[src/rtl/core/lldr_pkg.sv]
// Shared widths, constants and types of the dimmer ramp.
package lldr_pkg;

    localparam int PCT_W     = 7;
    localparam int RAW_W     = 12;
    localparam int OFS_W     = 8;
    localparam int CFG_IDX_W = 4;
    localparam int CFG_DAT_W = 7;

    localparam logic [PCT_W-1:0] PCT_FULL = 7'd100;
    localparam logic [RAW_W-1:0] RAW_FULL = 12'd4095;

    localparam logic [CFG_IDX_W-1:0] CFG_HYST_BAND = 4'd0;
    localparam logic [CFG_IDX_W-1:0] CFG_RAMP_STEP = 4'd1;
    localparam logic [CFG_IDX_W-1:0] CFG_STEP_ON   = 4'd2;
    localparam logic [CFG_IDX_W-1:0] CFG_STEP_OFF  = 4'd3;

    localparam logic [PCT_W-1:0] RST_HYST_BAND = 7'd3;
    localparam logic [PCT_W-1:0] RST_RAMP_STEP = 7'd2;
    localparam logic [PCT_W-1:0] RST_STEP_ON   = 7'd10;
    localparam logic [PCT_W-1:0] RST_STEP_OFF  = 7'd10;

    localparam int FIFO_DEPTH = 2;
    localparam int FIFO_AW    = (FIFO_DEPTH > 1) ? $clog2(FIFO_DEPTH) : 1;

    typedef struct packed {
        logic [PCT_W-1:0] hyst_band;
        logic [PCT_W-1:0] ramp_step;
        logic [PCT_W-1:0] step_on;
        logic [PCT_W-1:0] step_off;
    } cfg_t;

    typedef struct packed {
        logic [PCT_W-1:0] auto_pct;
        logic [PCT_W-1:0] target_pct;
    } front_item_t;

    typedef struct packed {
        logic full;
        logic empty;
    } fifo_status_t;

endpackage

[src/rtl/core/lldr_cfg.sv]
// Configuration register file of the dimmer ramp.
module lldr_cfg (
    input  logic                           aclk,
    input  logic                           aresetn,
    input  logic                           cfg_valid,
    output logic                           cfg_ready,
    input  logic [lldr_pkg::CFG_IDX_W-1:0] cfg_index,
    input  logic [lldr_pkg::CFG_DAT_W-1:0] cfg_data,
    output lldr_pkg::cfg_t                 cfg
);
    import lldr_pkg::*;

    cfg_t cfg_reg;
    cfg_t cfg_next;

    assign cfg_ready = 1'b1;
    assign cfg       = cfg_reg;

    always_comb begin
        cfg_next = cfg_reg;
        if (cfg_valid) begin
            unique case (cfg_index)
                CFG_HYST_BAND: cfg_next.hyst_band = cfg_data[PCT_W-1:0];
                CFG_RAMP_STEP: cfg_next.ramp_step = cfg_data[PCT_W-1:0];
                CFG_STEP_ON:   cfg_next.step_on   = cfg_data[PCT_W-1:0];
                CFG_STEP_OFF:  cfg_next.step_off  = cfg_data[PCT_W-1:0];
                default: begin
                end
            endcase
        end
    end

    always_ff @(posedge aclk) begin
        if (!aresetn) begin
            cfg_reg.hyst_band <= RST_HYST_BAND;
            cfg_reg.ramp_step <= RST_RAMP_STEP;
            cfg_reg.step_on   <= RST_STEP_ON;
            cfg_reg.step_off  <= RST_STEP_OFF;
        end else begin
            cfg_reg <= cfg_next;
        end
    end

endmodule

[src/rtl/core/lldr_front.sv]
// Front stage: automatic level, offset, clamp and gating of each reading.
module lldr_front (
    input  logic [lldr_pkg::RAW_W-1:0] light_raw,
    input  logic                       light_on,
    input  logic                       user_present,
    input  logic [lldr_pkg::OFS_W-1:0] user_offset,
    output lldr_pkg::front_item_t      item
);
    import lldr_pkg::*;

    localparam int PROD_W = RAW_W + PCT_W;

    logic [PROD_W-1:0]  prod;
    logic [PCT_W-1:0]   quot_lo;
    logic [RAW_W:0]     rem_est;
    logic [PCT_W-1:0]   scaled;
    logic [PCT_W-1:0]   auto_pct;
    logic signed [9:0]  sum;
    logic [PCT_W-1:0]   clamped;

    // Division by 4095 uses x = q*4096 + r = q*4095 + (q + r).
    always_comb begin
        prod     = PROD_W'({light_raw, 6'b0}) + PROD_W'({light_raw, 5'b0})
                 + PROD_W'({light_raw, 2'b0});
        quot_lo  = prod[PROD_W-1:RAW_W];
        rem_est  = {1'b0, prod[RAW_W-1:0]} + (RAW_W+1)'(quot_lo);
        scaled   = quot_lo + PCT_W'(rem_est >= {1'b0, RAW_FULL});
        auto_pct = PCT_FULL - scaled;
        sum      = $signed({3'b000, auto_pct})
                 + $signed({{2{user_offset[OFS_W-1]}}, user_offset});
        if (sum <= 10'sd0) begin
            clamped = '0;
        end else if (sum >= $signed({3'b000, PCT_FULL})) begin
            clamped = PCT_FULL;
        end else begin
            clamped = sum[PCT_W-1:0];
        end
        item.auto_pct   = auto_pct;
        item.target_pct = (light_on && user_present) ? clamped : '0;
    end

endmodule

[src/rtl/core/lldr_fifo.sv]
// Short queue between the front and back stages.
module lldr_fifo (
    input  logic                  aclk,
    input  logic                  aresetn,
    input  logic                  push,
    input  lldr_pkg::front_item_t push_data,
    input  logic                  pop,
    output lldr_pkg::front_item_t pop_data,
    output lldr_pkg::fifo_status_t status
);
    import lldr_pkg::*;

    front_item_t            mem [FIFO_DEPTH];
    logic [FIFO_AW-1:0]     wr_ptr_reg;
    logic [FIFO_AW-1:0]     wr_ptr_next;
    logic [FIFO_AW-1:0]     rd_ptr_reg;
    logic [FIFO_AW-1:0]     rd_ptr_next;
    logic [FIFO_AW:0]       count_reg;
    logic [FIFO_AW:0]       count_next;
    logic                   do_push;
    logic                   do_pop;

    assign status.full  = (count_reg == (FIFO_AW+1)'(FIFO_DEPTH));
    assign status.empty = (count_reg == '0);
    assign do_push      = push && !status.full;
    assign do_pop       = pop && !status.empty;
    assign pop_data     = mem[rd_ptr_reg];

    always_comb begin
        wr_ptr_next = wr_ptr_reg;
        rd_ptr_next = rd_ptr_reg;
        count_next  = count_reg;
        if (do_push) begin
            wr_ptr_next = (wr_ptr_reg == FIFO_AW'(FIFO_DEPTH - 1)) ? '0 : wr_ptr_reg + 1'b1;
        end
        if (do_pop) begin
            rd_ptr_next = (rd_ptr_reg == FIFO_AW'(FIFO_DEPTH - 1)) ? '0 : rd_ptr_reg + 1'b1;
        end
        if (do_push && !do_pop) begin
            count_next = count_reg + 1'b1;
        end else if (do_pop && !do_push) begin
            count_next = count_reg - 1'b1;
        end
    end

    always_ff @(posedge aclk) begin
        if (do_push) begin
            mem[wr_ptr_reg] <= push_data;
        end
    end

    always_ff @(posedge aclk) begin
        if (!aresetn) begin
            wr_ptr_reg <= '0;
            rd_ptr_reg <= '0;
            count_reg  <= '0;
        end else begin
            wr_ptr_reg <= wr_ptr_next;
            rd_ptr_reg <= rd_ptr_next;
            count_reg  <= count_next;
        end
    end

endmodule

[src/rtl/core/lldr_back.sv]
// Back stage: hysteresis hold, slew ramp and the result register.
module lldr_back (
    input  logic                       aclk,
    input  logic                       aresetn,
    input  lldr_pkg::cfg_t             cfg,
    input  lldr_pkg::front_item_t      item,
    input  logic                       item_avail,
    output logic                       item_pop,
    output logic                       m_valid,
    input  logic                       m_ready,
    output logic [lldr_pkg::PCT_W-1:0] m_lamp_level,
    output logic [lldr_pkg::PCT_W-1:0] m_auto_level,
    output logic [lldr_pkg::PCT_W-1:0] m_goal_level,
    output logic [lldr_pkg::PCT_W-1:0] m_held_percent
);
    import lldr_pkg::*;

    logic             hold_ready_reg;
    logic [PCT_W-1:0] held_level_reg;
    logic             ramp_ready_reg;
    logic [PCT_W-1:0] ramp_level_reg;
    logic             m_valid_reg;
    logic             m_valid_next;
    logic [PCT_W-1:0] out_pct_reg;
    logic [PCT_W-1:0] auto_pct_reg;
    logic [PCT_W-1:0] target_pct_reg;
    logic [PCT_W-1:0] held_pct_reg;

    logic [PCT_W-1:0] tgt;
    logic [PCT_W-1:0] diff;
    logic [PCT_W-1:0] held_next;
    logic [PCT_W-1:0] cur;
    logic [PCT_W-1:0] step;
    logic [PCT_W-1:0] ramp_next;

    assign item_pop = item_avail && (!m_valid_reg || m_ready);
    assign tgt      = item.target_pct;

    always_comb begin
        diff = (tgt > held_level_reg) ? tgt - held_level_reg : held_level_reg - tgt;
        if (!hold_ready_reg || tgt == '0 || diff >= cfg.hyst_band) begin
            held_next = tgt;
        end else begin
            held_next = held_level_reg;
        end
    end

    always_comb begin
        cur = ramp_level_reg;
        priority if (cur == '0 && held_next != '0) begin
            step = cfg.step_on;
        end else if (held_next == '0 && cur != '0) begin
            step = cfg.step_off;
        end else begin
            step = cfg.ramp_step;
        end
        if (step == '0) begin
            step = PCT_W'(1);
        end
        priority if (!ramp_ready_reg) begin
            ramp_next = held_next;
        end else if (held_next > cur) begin
            ramp_next = ((held_next - cur) > step) ? cur + step : held_next;
        end else if (held_next < cur) begin
            ramp_next = ((cur - held_next) > step) ? cur - step : held_next;
        end else begin
            ramp_next = cur;
        end
    end

    always_comb begin
        m_valid_next = m_valid_reg;
        if (item_pop) begin
            m_valid_next = 1'b1;
        end else if (m_ready) begin
            m_valid_next = 1'b0;
        end
    end

    always_ff @(posedge aclk) begin
        if (!aresetn) begin
            hold_ready_reg <= 1'b0;
            held_level_reg <= '0;
            ramp_ready_reg <= 1'b0;
            ramp_level_reg <= '0;
            m_valid_reg    <= 1'b0;
        end else begin
            m_valid_reg <= m_valid_next;
            if (item_pop) begin
                hold_ready_reg <= 1'b1;
                held_level_reg <= held_next;
                ramp_ready_reg <= 1'b1;
                ramp_level_reg <= ramp_next;
            end
        end
    end

    always_ff @(posedge aclk) begin
        if (item_pop) begin
            out_pct_reg    <= ramp_next;
            auto_pct_reg   <= item.auto_pct;
            target_pct_reg <= tgt;
            held_pct_reg   <= held_next;
        end
    end

    assign m_valid        = m_valid_reg;
    assign m_lamp_level   = out_pct_reg;
    assign m_auto_level   = auto_pct_reg;
    assign m_goal_level   = target_pct_reg;
    assign m_held_percent = held_pct_reg;

endmodule

[src/rtl/core/light_level_dimmer_ramp.sv]
// Top level of the dimmer ramp: front stage, queue, back stage and registers.
// The block takes one reading per cycle while the queue is not full and gives one
// result per reading. The front stage works out the automatic level and the gated
// target and writes them into a two-entry queue, and the back stage takes them from
// the queue, runs the hold and the ramp and loads the result register. The sustained
// rate of one transaction per cycle while results are taken is set by the back stage,
// whose held and ramp levels are fed back from one result to the next. The queue lets
// the input side keep accepting while a result waits to be taken, until it is full.
// Configuration writes are always accepted and take effect on the next cycle.
module light_level_dimmer_ramp (
    input  logic                           aclk,
    input  logic                           aresetn,
    input  logic                           s_valid,
    output logic                           s_ready,
    input  logic [lldr_pkg::RAW_W-1:0]     s_light_raw,
    input  logic                           s_light_on,
    input  logic                           s_user_present,
    input  logic [lldr_pkg::OFS_W-1:0]     s_user_offset,
    output logic                           m_valid,
    input  logic                           m_ready,
    output logic [lldr_pkg::PCT_W-1:0]     m_lamp_level,
    output logic [lldr_pkg::PCT_W-1:0]     m_auto_level,
    output logic [lldr_pkg::PCT_W-1:0]     m_goal_level,
    output logic [lldr_pkg::PCT_W-1:0]     m_held_percent,
    input  logic                           cfg_valid,
    output logic                           cfg_ready,
    input  logic [lldr_pkg::CFG_IDX_W-1:0] cfg_index,
    input  logic [lldr_pkg::CFG_DAT_W-1:0] cfg_data
);
    import lldr_pkg::*;

    cfg_t         cfg;
    front_item_t  front_item;
    front_item_t  queue_item;
    fifo_status_t queue_status;
    logic         queue_pop;

    assign s_ready = !queue_status.full;

    lldr_cfg u_cfg (
        .aclk      (aclk),
        .aresetn   (aresetn),
        .cfg_valid (cfg_valid),
        .cfg_ready (cfg_ready),
        .cfg_index (cfg_index),
        .cfg_data  (cfg_data),
        .cfg       (cfg)
    );

    lldr_front u_front (
        .light_raw    (s_light_raw),
        .light_on     (s_light_on),
        .user_present (s_user_present),
        .user_offset  (s_user_offset),
        .item         (front_item)
    );

    lldr_fifo u_queue (
        .aclk      (aclk),
        .aresetn   (aresetn),
        .push      (s_valid),
        .push_data (front_item),
        .pop       (queue_pop),
        .pop_data  (queue_item),
        .status    (queue_status)
    );

    lldr_back u_back (
        .aclk           (aclk),
        .aresetn        (aresetn),
        .cfg            (cfg),
        .item           (queue_item),
        .item_avail     (!queue_status.empty),
        .item_pop       (queue_pop),
        .m_valid        (m_valid),
        .m_ready        (m_ready),
        .m_lamp_level   (m_lamp_level),
        .m_auto_level   (m_auto_level),
        .m_goal_level   (m_goal_level),
        .m_held_percent (m_held_percent)
    );

endmodule

[config.mk]
export PLATFORM = sky130hd
export DESIGN_NAME = light_level_dimmer_ramp
export DESIGN_NICKNAME = d
export VERILOG_FILES = /design/src/rtl/core/lldr_pkg.sv /design/src/rtl/core/lldr_cfg.sv /design/src/rtl/core/lldr_front.sv /design/src/rtl/core/lldr_fifo.sv /design/src/rtl/core/lldr_back.sv /design/src/rtl/core/light_level_dimmer_ramp.sv
export SDC_FILE = /design/constraint.sdc
export NUM_CORES = 1
export LEC_CHECK = 0
export ABC_AREA = 0
export BUFFER_PORTS_ARGS = -buffer_cell sky130_fd_sc_hd__buf_2
export CAP_MARGIN = 20
export CORE_UTILIZATION = 40
export DETAILED_ROUTE_END_ITERATION = 6
export MAX_ROUTING_LAYER = met4
export PLACE_DENSITY = 0.56
export SYNTH_ARGS = -nofsm -noshare
export SYNTH_HDL_FRONTEND = slang
export SYNTH_SLANG_ARGS = --single-unit
[constraint.sdc]
create_clock -name aclk -period 22.5 [get_ports aclk]
set_input_delay 2.25 -clock aclk [delete_from_list [all_inputs] [get_ports aclk]]
set_output_delay 2.25 -clock aclk [all_outputs]
set_load 0.05 [all_outputs]
# Word level (Yosys, flattened, before mapping)
# Memory sizes are Yosys's and may differ from the RTL's. A register that Yosys moved wholly into a read port is not among the register bits.
# Cells that the tools add are included.
# totals
reg_bits	76
mem_bits_rw	28
input_bits	38
output_inout_bits	31
wordCells	99
n_memories	1
# mem_list
name	depth	width	rd	rd_clocked_by_memory_dff	write_ports	line	text
u_queue.mem	2	14	1	1	1	lldr_fifo.sv:13	front_item_t mem [FIFO_DEPTH];
# op_classes
addsub	16
n_lt_le_gt_ge	9
eq_ne	4
mux	23
reduce_logical	31
# op_table
op	count
2-to-1 mux 7 bit	13
subtractor 7 bit	5
greater-than comparator 7 bit	4
zero test 7 bit	4
adder 18 x 17 -> 19 bit	1
adder 19 x 14 -> 19 bit	1
nonzero test 7 bit	2
adder 12 x 7 -> 13 bit	1
greater-or-equal comparator 13 x 12 -> 1 bit (second input constant)	1
greater-or-equal comparator 10 x 8 -> 1 bit (second input constant)	1
less-or-equal comparator 10 x 1 -> 1 bit (second input constant)	1
adder 8 x 8 -> 9 bit	1
equality test 4 x 2 -> 1 bit (second input constant)	2
logical AND 1 bit	8
2-to-1 mux 1 bit	8
AND reduction 2 bit	4
adder 7 x 1 -> 7 bit	1
adder 7 bit	1
greater-or-equal comparator 7 bit	1
< comparator 7 bit	1
subtractor 7 bit (first input constant)	1
zero test 1 bit	6
equality test 4 x 1 -> 1 bit (second input constant)	1
zero test 4 bit	1
8 further kinds	13

# Longest topological paths before layout
# Gate-level depths: netlist of the first run.
# depth
depth_word	16
ltp_mapped	40
mapped_depth_nobuf	37

# By module
# Synthesis of the first run repeated with hierarchy kept, for this count alone.
# unflattened
hier_cells	893
hier_area_um2	8404.3
# modules_own_cells
mod	n_inst	cells_per_inst	area_per_inst_um2	seq_area_each_um2
lldr_back	1	480	4261.6	1161.1
lldr_front	1	232	1779.2	0.0
lldr_fifo	1	68	1237.4	940.9
lldr_cfg	1	111	1118.6	560.5
light_level_dimmer_ramp	1	2	7.5	0.0

# Worst setup path after synthesis of the first run
# Ideal clock, no wire load.
# synth_path
path_kind	input port to flip-flop
start	in s_light_raw[1] in the netlist's numbering
end	mem u_queue.mem[0][0] in the netlist's numbering, data pin
t_arrival_ns	8.813
path_slack_ns	13.429
stages	33
n_path_buf	0
cell_sequence	inv_1 > fa_1 > inv_1 > ha_1 > a21o_1 > a21oi_1 > o21ai_1 > a2111o_1 > a41o_1 > a21o_1 > xor2_1 > ha_1 > a21o_1 > a21oi_1 > xnor2_1 > nand4_1 > a2111o_1 > nor4_1 > o21ai_0 > ha_1 > ha_1 > nand2b_1 > nor2_1 > xnor2_1 > ha_1 > a21boi_1 > o21ai_0 > nand2b_1 > xor2_1 > or4_1 > o2111ai_1 > nand2b_1 > nor2_1
# synth_rtl
element	line	text
start, declared	light_level_dimmer_ramp.sv:15	input logic [lldr_pkg::RAW_W-1:0] s_light_raw,
end, declared	lldr_fifo.sv:13	

==> results.sh, run 1 <==
export IMPL_antenna_found_initial=0
export IMPL_most_common_layout_cells="93 x inv_1, 93 x ha_1, 68 x buf_2"
export IMPL_cts_setup_buffers=0
export IMPL_portBuffers=67
export IMPL_hold_depth=2
export IMPL_ant_nets=0
export IMPL_htree_num_levels=3
export IMPL_status="completed"
export IMPL_synth_flop_cell="edfxtp_1"
export IMPL_grt_pass1_wl_mm=29.3
export IMPL_hold_violations=0
export IMPL_yosysTopAreaCellShare_pct=21.5
export IMPL_setup_viol=0
export IMPL_synthCells=831
export IMPL_tns_ns=0
export IMPL_hold_class="flip-flop to flip-flop"
export IMPL_tritoncts="yes"
export IMPL_fin_worst_skew_ns=0.0120
export IMPL_dp_cells=1143
export IMPL_end_kind="flip-flop"
export IMPL_cts_resized=0
export IMPL_grt_max_degree=51
export IMPL_clockBufferDepth=2
export IMPL_coreArea_sq_um=19000
export IMPL_first_pass_iters=5
export IMPL_cp_required_ns=22.61
export IMPL_seqCellArea_sq_um=2660
export IMPL_fin_crit_sh_pct=42.3
export IMPL_synth_cell_types=69
export IMPL_nets=1044
export IMPL_cp_depth=34
export IMPL_yosysTopAreaCell="edfxtp_1"
export IMPL_wire_per_inst_microns=15.2
export IMPL_grt_overflow=0
export IMPL_reg2reg_depth=36
export IMPL_drtIter0Drc=294
export IMPL_fill_cells=1876
export IMPL_ioPinCount=69
export IMPL_finalCriticalPeriod_ns=9.52
export IMPL_areaGrowthSynthToFinish_pct=11.6
export IMPL_die_w_microns=142
export IMPL_via_per_inst=5.03
export IMPL_cpMaxStageDelayCell="fa_1"
export IMPL_via_count=5839
export IMPL_critPathMaxFanout=5
export IMPL_cp_start_kind="input pin"
export IMPL_ys_seq_area_share_pct=34.0
export IMPL_rows=50
export IMPL_max_stage_delay_ns=0.58
export IMPL_root_buffer="clkbuf_16"
export IMPL_synth_area_sq_um=7840
export IMPL_syn_nets=979
export IMPL_drive_above_1_share_pct=13.0
export IMPL_synth_ff_latch_count=105
export IMPL_cp_top_family="compound AO/OA/AOI/OAI gates"
export IMPL_start_util_pct=41.4
export IMPL_synth_area_leaders="edfxtp_1 21%, ha_1 15%, dfxtp_1 13%"
export IMPL_cap_violations=0
export IMPL_antenna_cells=0
export IMPL_worstMarginPinSlew_ns=0.970
export IMPL_fp_dieH_microns=142
export IMPL_synth_edf_count=56
export IMPL_crit_buf_inv=4
export IMPL_slew_headroom_pct=35.3
export IMPL_avgSynthCellArea_sq_um=9.43
export IMPL_cts_buffers=9
export IMPL_drt_wl_total_mm=17.7
export IMPL_grt_pass1_vias=5808
export IMPL_clk_pin_slew_ns=0.08
export IMPL_multiInputGateArea_sq_um=4690
export IMPL_cp_arrival_ns=9.63
export IMPL_slew_viol_final=0
export IMPL_synthArstFlopShare_pct=0
export IMPL_grt_setup_unrepaired="false"
export IMPL_path_class="input pin to flip-flop"
export IMPL_track_usage_pct=19.0
export IMPL_die_area_sq_um=20200
export IMPL_clkSinkCount=105
export IMPL_max_clock_freq_ghz=0.105
export IMPL_yosysWarnings=0
export IMPL_dp_hpwl_mm=13.8
export IMPL_stdcell_count=1161
export IMPL_reg2reg_slack_ns=13.42
export IMPL_postCtsHoldBufs=0
export IMPL_route_detailed_drc=0
export IMPL_gp_congestion=0.856
export IMPL_insertion_delay_ns=0.36
## path summary, 6_finish.rpt
kind | endpoint | startpoint
setup reg to reg | u_back.cur[2]$_SDFFE_PN0P_ | flip-flop
hold reg to reg | u_cfg.cfg[15]$_SDFFE_PN1P_ | u_cfg.cfg[15]$_SDFFE_PN1P_
hold / removal | u_cfg.cfg[15]$_SDFFE_PN1P_ | u_cfg.cfg[15]$_SDFFE_PN1P_
setup / recovery | u_queue.mem[1][4]$_DFFE_PP_ | s_light_raw[1]
## tightest hold or removal path, cell delays in order (launching register included)
cell     delay, ns
dfxtp_1       0.33
mux2i_1       0.07
nand2_1       0.06
## cell usage after synthesis (4+ instances only)
library cell  instances
nand4_1               9
clkbuf_1             17
o211ai_1              7
a21oi_1              52
o22ai_1              10
ha_1                 93
o31ai_1               5
o21a_1                7
mux2_2                8
nand3_1              13
xor2_1               18
o21ai_1               7
a21o_1               16
a22oi_1               4
nor3_1               15
mux2i_1              37
inv_2                 7
edfxtp_1             56
dfxtp_1              49
o21bai_1             10
nor2_1               50
xnor2_1              30
a31oi_1               4
nand2b_1             11
o21ai_0              24
nand2_1              56
nor2b_1              33
and2_1               11
fa_1                 17
inv_1                93
a21boi_0              6
## stage by stage
stage	util, %	hold slack [ns]	instance area (sq um)	setup slack, ns
finish	46.1	0.480	8750	12.98
global route	46.1	0.507	8750	12.27
CTS	46.1	0.484	8730	12.91
detailed placement	44.5	0.466	8440	12.57
global placement	44.5	0.457	8440	12.69
floorplan	-	0.442	7840	13.43
## area by class of cell
| type | instances | share of cell area [%] |
|---|---|---|
| Tap cell | 260 | 3.72 |
| Timing Repair Buffer | 76 | 4.58 |
| Clock buffer | 10 | 2.62 |
| Multi-Input combinational cell | 604 | 53.6 |
| Clock inverter | 6 | 0.715 |
| Sequential cell | 105 | 30.4 |
| Inverter | 100 | 4.29 |
## layer usage
metal	vias to the layer above	share of wire, %	global-route usage [%]
li1	3020	-	-
met1	2713	50	25.1
met2	98	47	31.0
met3	8	3.0	3.30
met4	0	0.65	3.17
met5	-	0	-
## kinds of logic after synthesis
group           Yosys count  share of synthesized area, %
mux                      49                          6.54
simple gates            218                          13.8
flops                   105                          34.0
buf+inv                 122                          6.19
other cells               1                        0.0478
fa+ha+maj               110                          19.2
compound gates          178                          14.9
xor+xnor                 48                          5.36
Power of run 1 is not shown: default switching activity piles up to over one toggle a cycle in this logic, so the estimate is an artifact.
==> inputs of run 2 (changes only) <==
- PLACE_DENSITY: 0.56 -> 0.58
- clock period: 22.5 -> 7.7 ns (I/O delays scaled with it)
==> results.sh, run 2 (synthesis gave the netlist of run 1 again) <==
export IMPL_rows=50
export IMPL_areaGrowthSynthToFinish_pct=19.4
export IMPL_max_clock_freq_ghz=0.136
export IMPL_most_common_layout_cells="92 x inv_1, 90 x ha_1, 68 x buf_2"
export IMPL_critPathMaxFanout=14
export IMPL_status="completed"
export IMPL_slew_headroom_pct=44.8
export IMPL_reg2reg_depth=40
export IMPL_nets=1096
export IMPL_die_w_microns=142
export IMPL_slew_viol_final=0
export IMPL_grtUsageMet1_pct=25.1
export IMPL_worst_hold_slack_ns=0.484
export IMPL_ioPinCount=69
export IMPL_drive_above_1_share_pct=21.8
export IMPL_via_count=6050
export IMPL_use_met3_pct=2.93
export IMPL_fp_dieH_microns=142
export IMPL_tritoncts="yes"
export IMPL_finalCriticalPeriod_ns=7.34
export IMPL_insertion_delay_ns=0.36
export IMPL_first_pass_iters=5
export IMPL_clk_pin_slew_ns=0.07
export IMPL_hold_depth=2
export IMPL_hold_violations=0
export IMPL_busiest_layer="met2"
export IMPL_clkSinkCount=105
export IMPL_fin_crit_sh_pct=95.4
export IMPL_grt_overflow=0
export IMPL_mostFrequentLayoutCell="inv_1"
export IMPL_grt_pass1_vias=5841
export IMPL_via_per_inst=4.99
export IMPL_hold_class="flip-flop to flip-flop"
export IMPL_fin_worst_skew_ns=0.0112
export IMPL_cpMaxStageDelayCell="fa_1"
export IMPL_cp_arrival_ns=7.44
export IMPL_setup_viol=0
export IMPL_worstMarginPinSlew_ns=0.825
export IMPL_ant_nets=0
export IMPL_track_usage_pct=19.6
export IMPL_portBuffers=67
export IMPL_cp_required_ns=7.80
export IMPL_grtUsageMet2_pct=32.1
export IMPL_place_ws_ns=-0.247
export IMPL_max_stage_delay_ns=0.40
export IMPL_drt_wl_total_mm=18.5
export IMPL_setup_ws_ns=0.356
export IMPL_end_kind="flip-flop"
export IMPL_root_buffer="clkbuf_16"
export IMPL_route_detailed_drc=0
export IMPL_wire_per_inst_microns=15.2
export IMPL_dp_cells=1195
export IMPL_die_area_sq_um=20200
export IMPL_grt_pass1_wl_mm=29.9
export IMPL_gp_congestion=0.895
export IMPL_cts_buffers=9
export IMPL_htree_num_levels=3
export IMPL_clockBufferDepth=2
export IMPL_coreArea_sq_um=19000
export IMPL_stdcell_count=1213
export IMPL_drtIter0Drc=326
export IMPL_start_util_pct=41.4
export IMPL_cap_violations=0
export IMPL_antenna_cells=0
export IMPL_path_class="flip-flop to flip-flop"
export IMPL_grt_max_degree=51
export IMPL_cp_start_kind="flip-flop"
export IMPL_dp_hpwl_mm=14.6
export IMPL_antenna_found_initial=0
## run 2: cell count changes in the layout (fill, tap and decap cells not counted), moves of 5 or more
cell / change
o21ai_1: +6
a21oi_1: -5
buf_4: +52
a21oi_2: +5
o21ai_0: -9
## run 2: layer usage
layer	vias up	wire, microns
met2	120	8790
met3	24	624
li1	3131	-
met5	-	0
met1	2775	8760
met4	0	287
## run 2: repair_timing
| item | 4_1_cts | 5_1_grt |
|---|---|---|
| endpoints found under the setup margin | 2 | 28 |
| gates cloned | 0 | 0 |
| setup buffers | 0 | 1 |
| gates resized for setup | 2 | 52 |
| pin swaps | 0 | 17 |
| hold buffers | 0 | 0 |
## run 2: per-stage QoR
stage          cell area, sq um  util, %  setup TNS, ns
6_report                   9360     49.4              0
4_1_cts                    9150     48.3              0
3_3_place_gp               8830     46.6         -0.844
2_1_floorplan              7840        -              0
3_5_place_dp               8830     46.6          -2.86
5_1_grt                    9360     49.4         -0.136
## run 2: worst paths after layout
kind	startpoint	end	slack, ns
setup reg to reg	flip-flop	u_back.m_lamp_level[6]$_DFFE_PP_	0.36
setup / recovery	flip-flop	u_back.m_lamp_level[6]$_DFFE_PP_	0.36
hold reg to reg	u_cfg.cfg[10]$_SDFFE_PN1P_	u_cfg.cfg[10]$_SDFFE_PN1P_	0.48
hold / removal	u_cfg.cfg[10]$_SDFFE_PN1P_	u_cfg.cfg[10]$_SDFFE_PN1P_	0.48
## run 2: critical path, delay by kind of cell, from the launching register on
kind	cells	cell delay, ns
XOR/XNOR	2	0.30
multiplexers	1	0.21
AO/OA/AOI/OAI	15	2.73
buffers and inverters	7	1.02
AND/OR/NAND/NOR	10	1.07
flip-flops	1	0.37
adder cells (fa/ha/maj)	5	1.36
## run 2: cell type report
cell class | count | area (sq um)
fillers | 1797 | 9600
flip-flops and latches | 105 | 2660
inverters | 100 | 375
repair buffers | 128 | 791
clock buffers | 9 | 225
multi-input cells | 604 | 4890
well taps | 260 | 325
clock inverters | 7 | 86.3
Power of run 2 is left out for the same reason.
==> inputs of run 3 (changes only) <==
- CORE_UTILIZATION: 40 -> 30
- PLACE_DENSITY: 0.58 -> 0.46
==> results.sh, run 3 (synthesis gave the netlist of run 1 again) <==
export IMPL_mostFrequentLayoutCell="inv_1"
export IMPL_rows=58
export IMPL_hold_depth=2
export IMPL_max_stage_delay_ns=0.55
export IMPL_ant_nets=0
export IMPL_clkSinkCount=105
export IMPL_first_pass_iters=4
export IMPL_nets=1125
export IMPL_finalCriticalPeriod_ns=7.31
export IMPL_fill_cells=2623
export IMPL_hold_start="u_cfg.cfg[15]$_SDFFE_PN1P_"
export IMPL_htree_num_levels=3
export IMPL_cts_buffers=9
export IMPL_portBuffers=67
export IMPL_grt_overflow=0
export IMPL_ioPinCount=69
export IMPL_postCtsHoldBufs=0
export IMPL_worstMarginPinSlew_ns=0.868
export IMPL_hold_violations=0
export IMPL_stdcell_count=1312
export IMPL_use_met3_pct=2.31
export IMPL_drtIter0Drc=275
export IMPL_clockBufferDepth=2
export IMPL_die_w_microns=164
export IMPL_max_clock_freq_ghz=0.137
export IMPL_grtUsageMet2_pct=26.8
export IMPL_slew_headroom_pct=41.9
export IMPL_hold_end="u_cfg.cfg[15]$_SDFFE_PN1P_"
export IMPL_start_util_pct=30.9
export IMPL_cp_arrival_ns=7.41
export IMPL_critPathMaxFanout=4
export IMPL_cp_start_kind="input pin"
export IMPL_areaGrowthSynthToFinish_pct=23.1
export IMPL_track_usage_pct=16.2
export IMPL_rr_endpoint="u_back.m_lamp_level[2]$_DFFE_PP_"
export IMPL_most_common_layout_cells="93 x inv_1, 91 x ha_1, 90 x buf_4"
export IMPL_worst_hold_slack_ns=0.484
export IMPL_gp_congestion=0.858
export IMPL_final_util_pct=38.0
export IMPL_tritoncts="yes"
export IMPL_dp_hpwl_mm=16.3
export IMPL_antenna_cells=0
export IMPL_wire_per_inst_microns=15.7
export IMPL_antenna_found_initial=0
export IMPL_slew_viol_final=0
export IMPL_grt_pass1_wl_mm=32.5
export IMPL_via_per_inst=4.73
export IMPL_dp_cells=1293
export IMPL_fin_worst_skew_ns=0.00590
export IMPL_clk_pin_slew_ns=0.07
export IMPL_via_count=6200
export IMPL_busiest_layer="met2"
export IMPL_insertion_delay_ns=0.35
export IMPL_setup_viol=0
export IMPL_drive_above_1_share_pct=23.1
export IMPL_tns_ns=0
export IMPL_path_class="input pin to flip-flop"
export IMPL_cpMaxStageDelayCell="fa_1"
export IMPL_root_buffer="clkbuf_16"
export IMPL_coreArea_sq_um=25400
export IMPL_drt_wl_total_mm=20.5
export IMPL_end_kind="flip-flop"
export IMPL_status="completed"
export IMPL_grtUsageMet1_pct=21.4
export IMPL_reg2reg_depth=38
export IMPL_cap_violations=0
export IMPL_hold_class="flip-flop to flip-flop"
export IMPL_grt_pass1_vias=6063
export IMPL_fin_crit_sh_pct=94.9
export IMPL_fp_dieH_microns=164
export IMPL_route_detailed_drc=0
export IMPL_die_area_sq_um=26800
export IMPL_grt_max_degree=51
export IMPL_cp_required_ns=7.81
export IMPL_reg2reg_slack_ns=0.40
run 3: per-layer routing:
layer | up-vias | wire (microns)
met3 | 10 | 447
li1 | 3188 | -
met4 | 0 | 114
met5 | - | 0
met1 | 2931 | 10100
met2 | 71 | 9830
run 3: stage by stage:
step / setup WS [ns] / area (sq um)
global route: -0.0345 / 9650
floorplan: 0.109 / 7840
detailed placement: -0.254 / 9130
CTS: 0.0768 / 9470
global placement: -0.189 / 9130
finish: 0.392 / 9650
run 3: critical path: cells and delay by family:
kind            cells  cell delay (ns)
fa+ha+maj           6             1.91
compound gates     12             2.55
xor+xnor            3             0.33
buf+inv             5             0.40
simple gates        8             1.44
run 3: worst max path at each step:
stage,start,endpoint,depth (start not counted)
floorplan,s_light_raw[1],u_queue.mem[0][0]$_DFFE_PP_,33
global placement,s_light_raw[1],u_queue.mem[0][3]$_DFFE_PP_,34
detailed placement,s_light_raw[1],u_queue.mem[1][3]$_DFFE_PP_,34
CTS,s_light_raw[1],u_queue.mem[0][1]$_DFFE_PP_,34
global route,s_light_raw[1],u_queue.mem[0][1]$_DFFE_PP_,36
finish,s_light_raw[1],u_queue.mem[0][1]$_DFFE_PP_,34
run 3: cell type report:
type                    count  area (sq um)  area share, %
clock buffers              10           229           2.37
clock inverters             6           108           1.11
inverters                 100           375           3.89
multi-input cells         604          4850           50.2
flip-flops and latches    105          2670           27.6
well taps                 330           413           4.28
repair buffers            157          1010           10.5
run 3: timing repair:
item,CTS,global route
setup buffers,0,3
pin swaps,0,11
gates resized for setup,1,39
endpoints found under the setup margin,2,28
Power of run 3 is left out for the same reason.
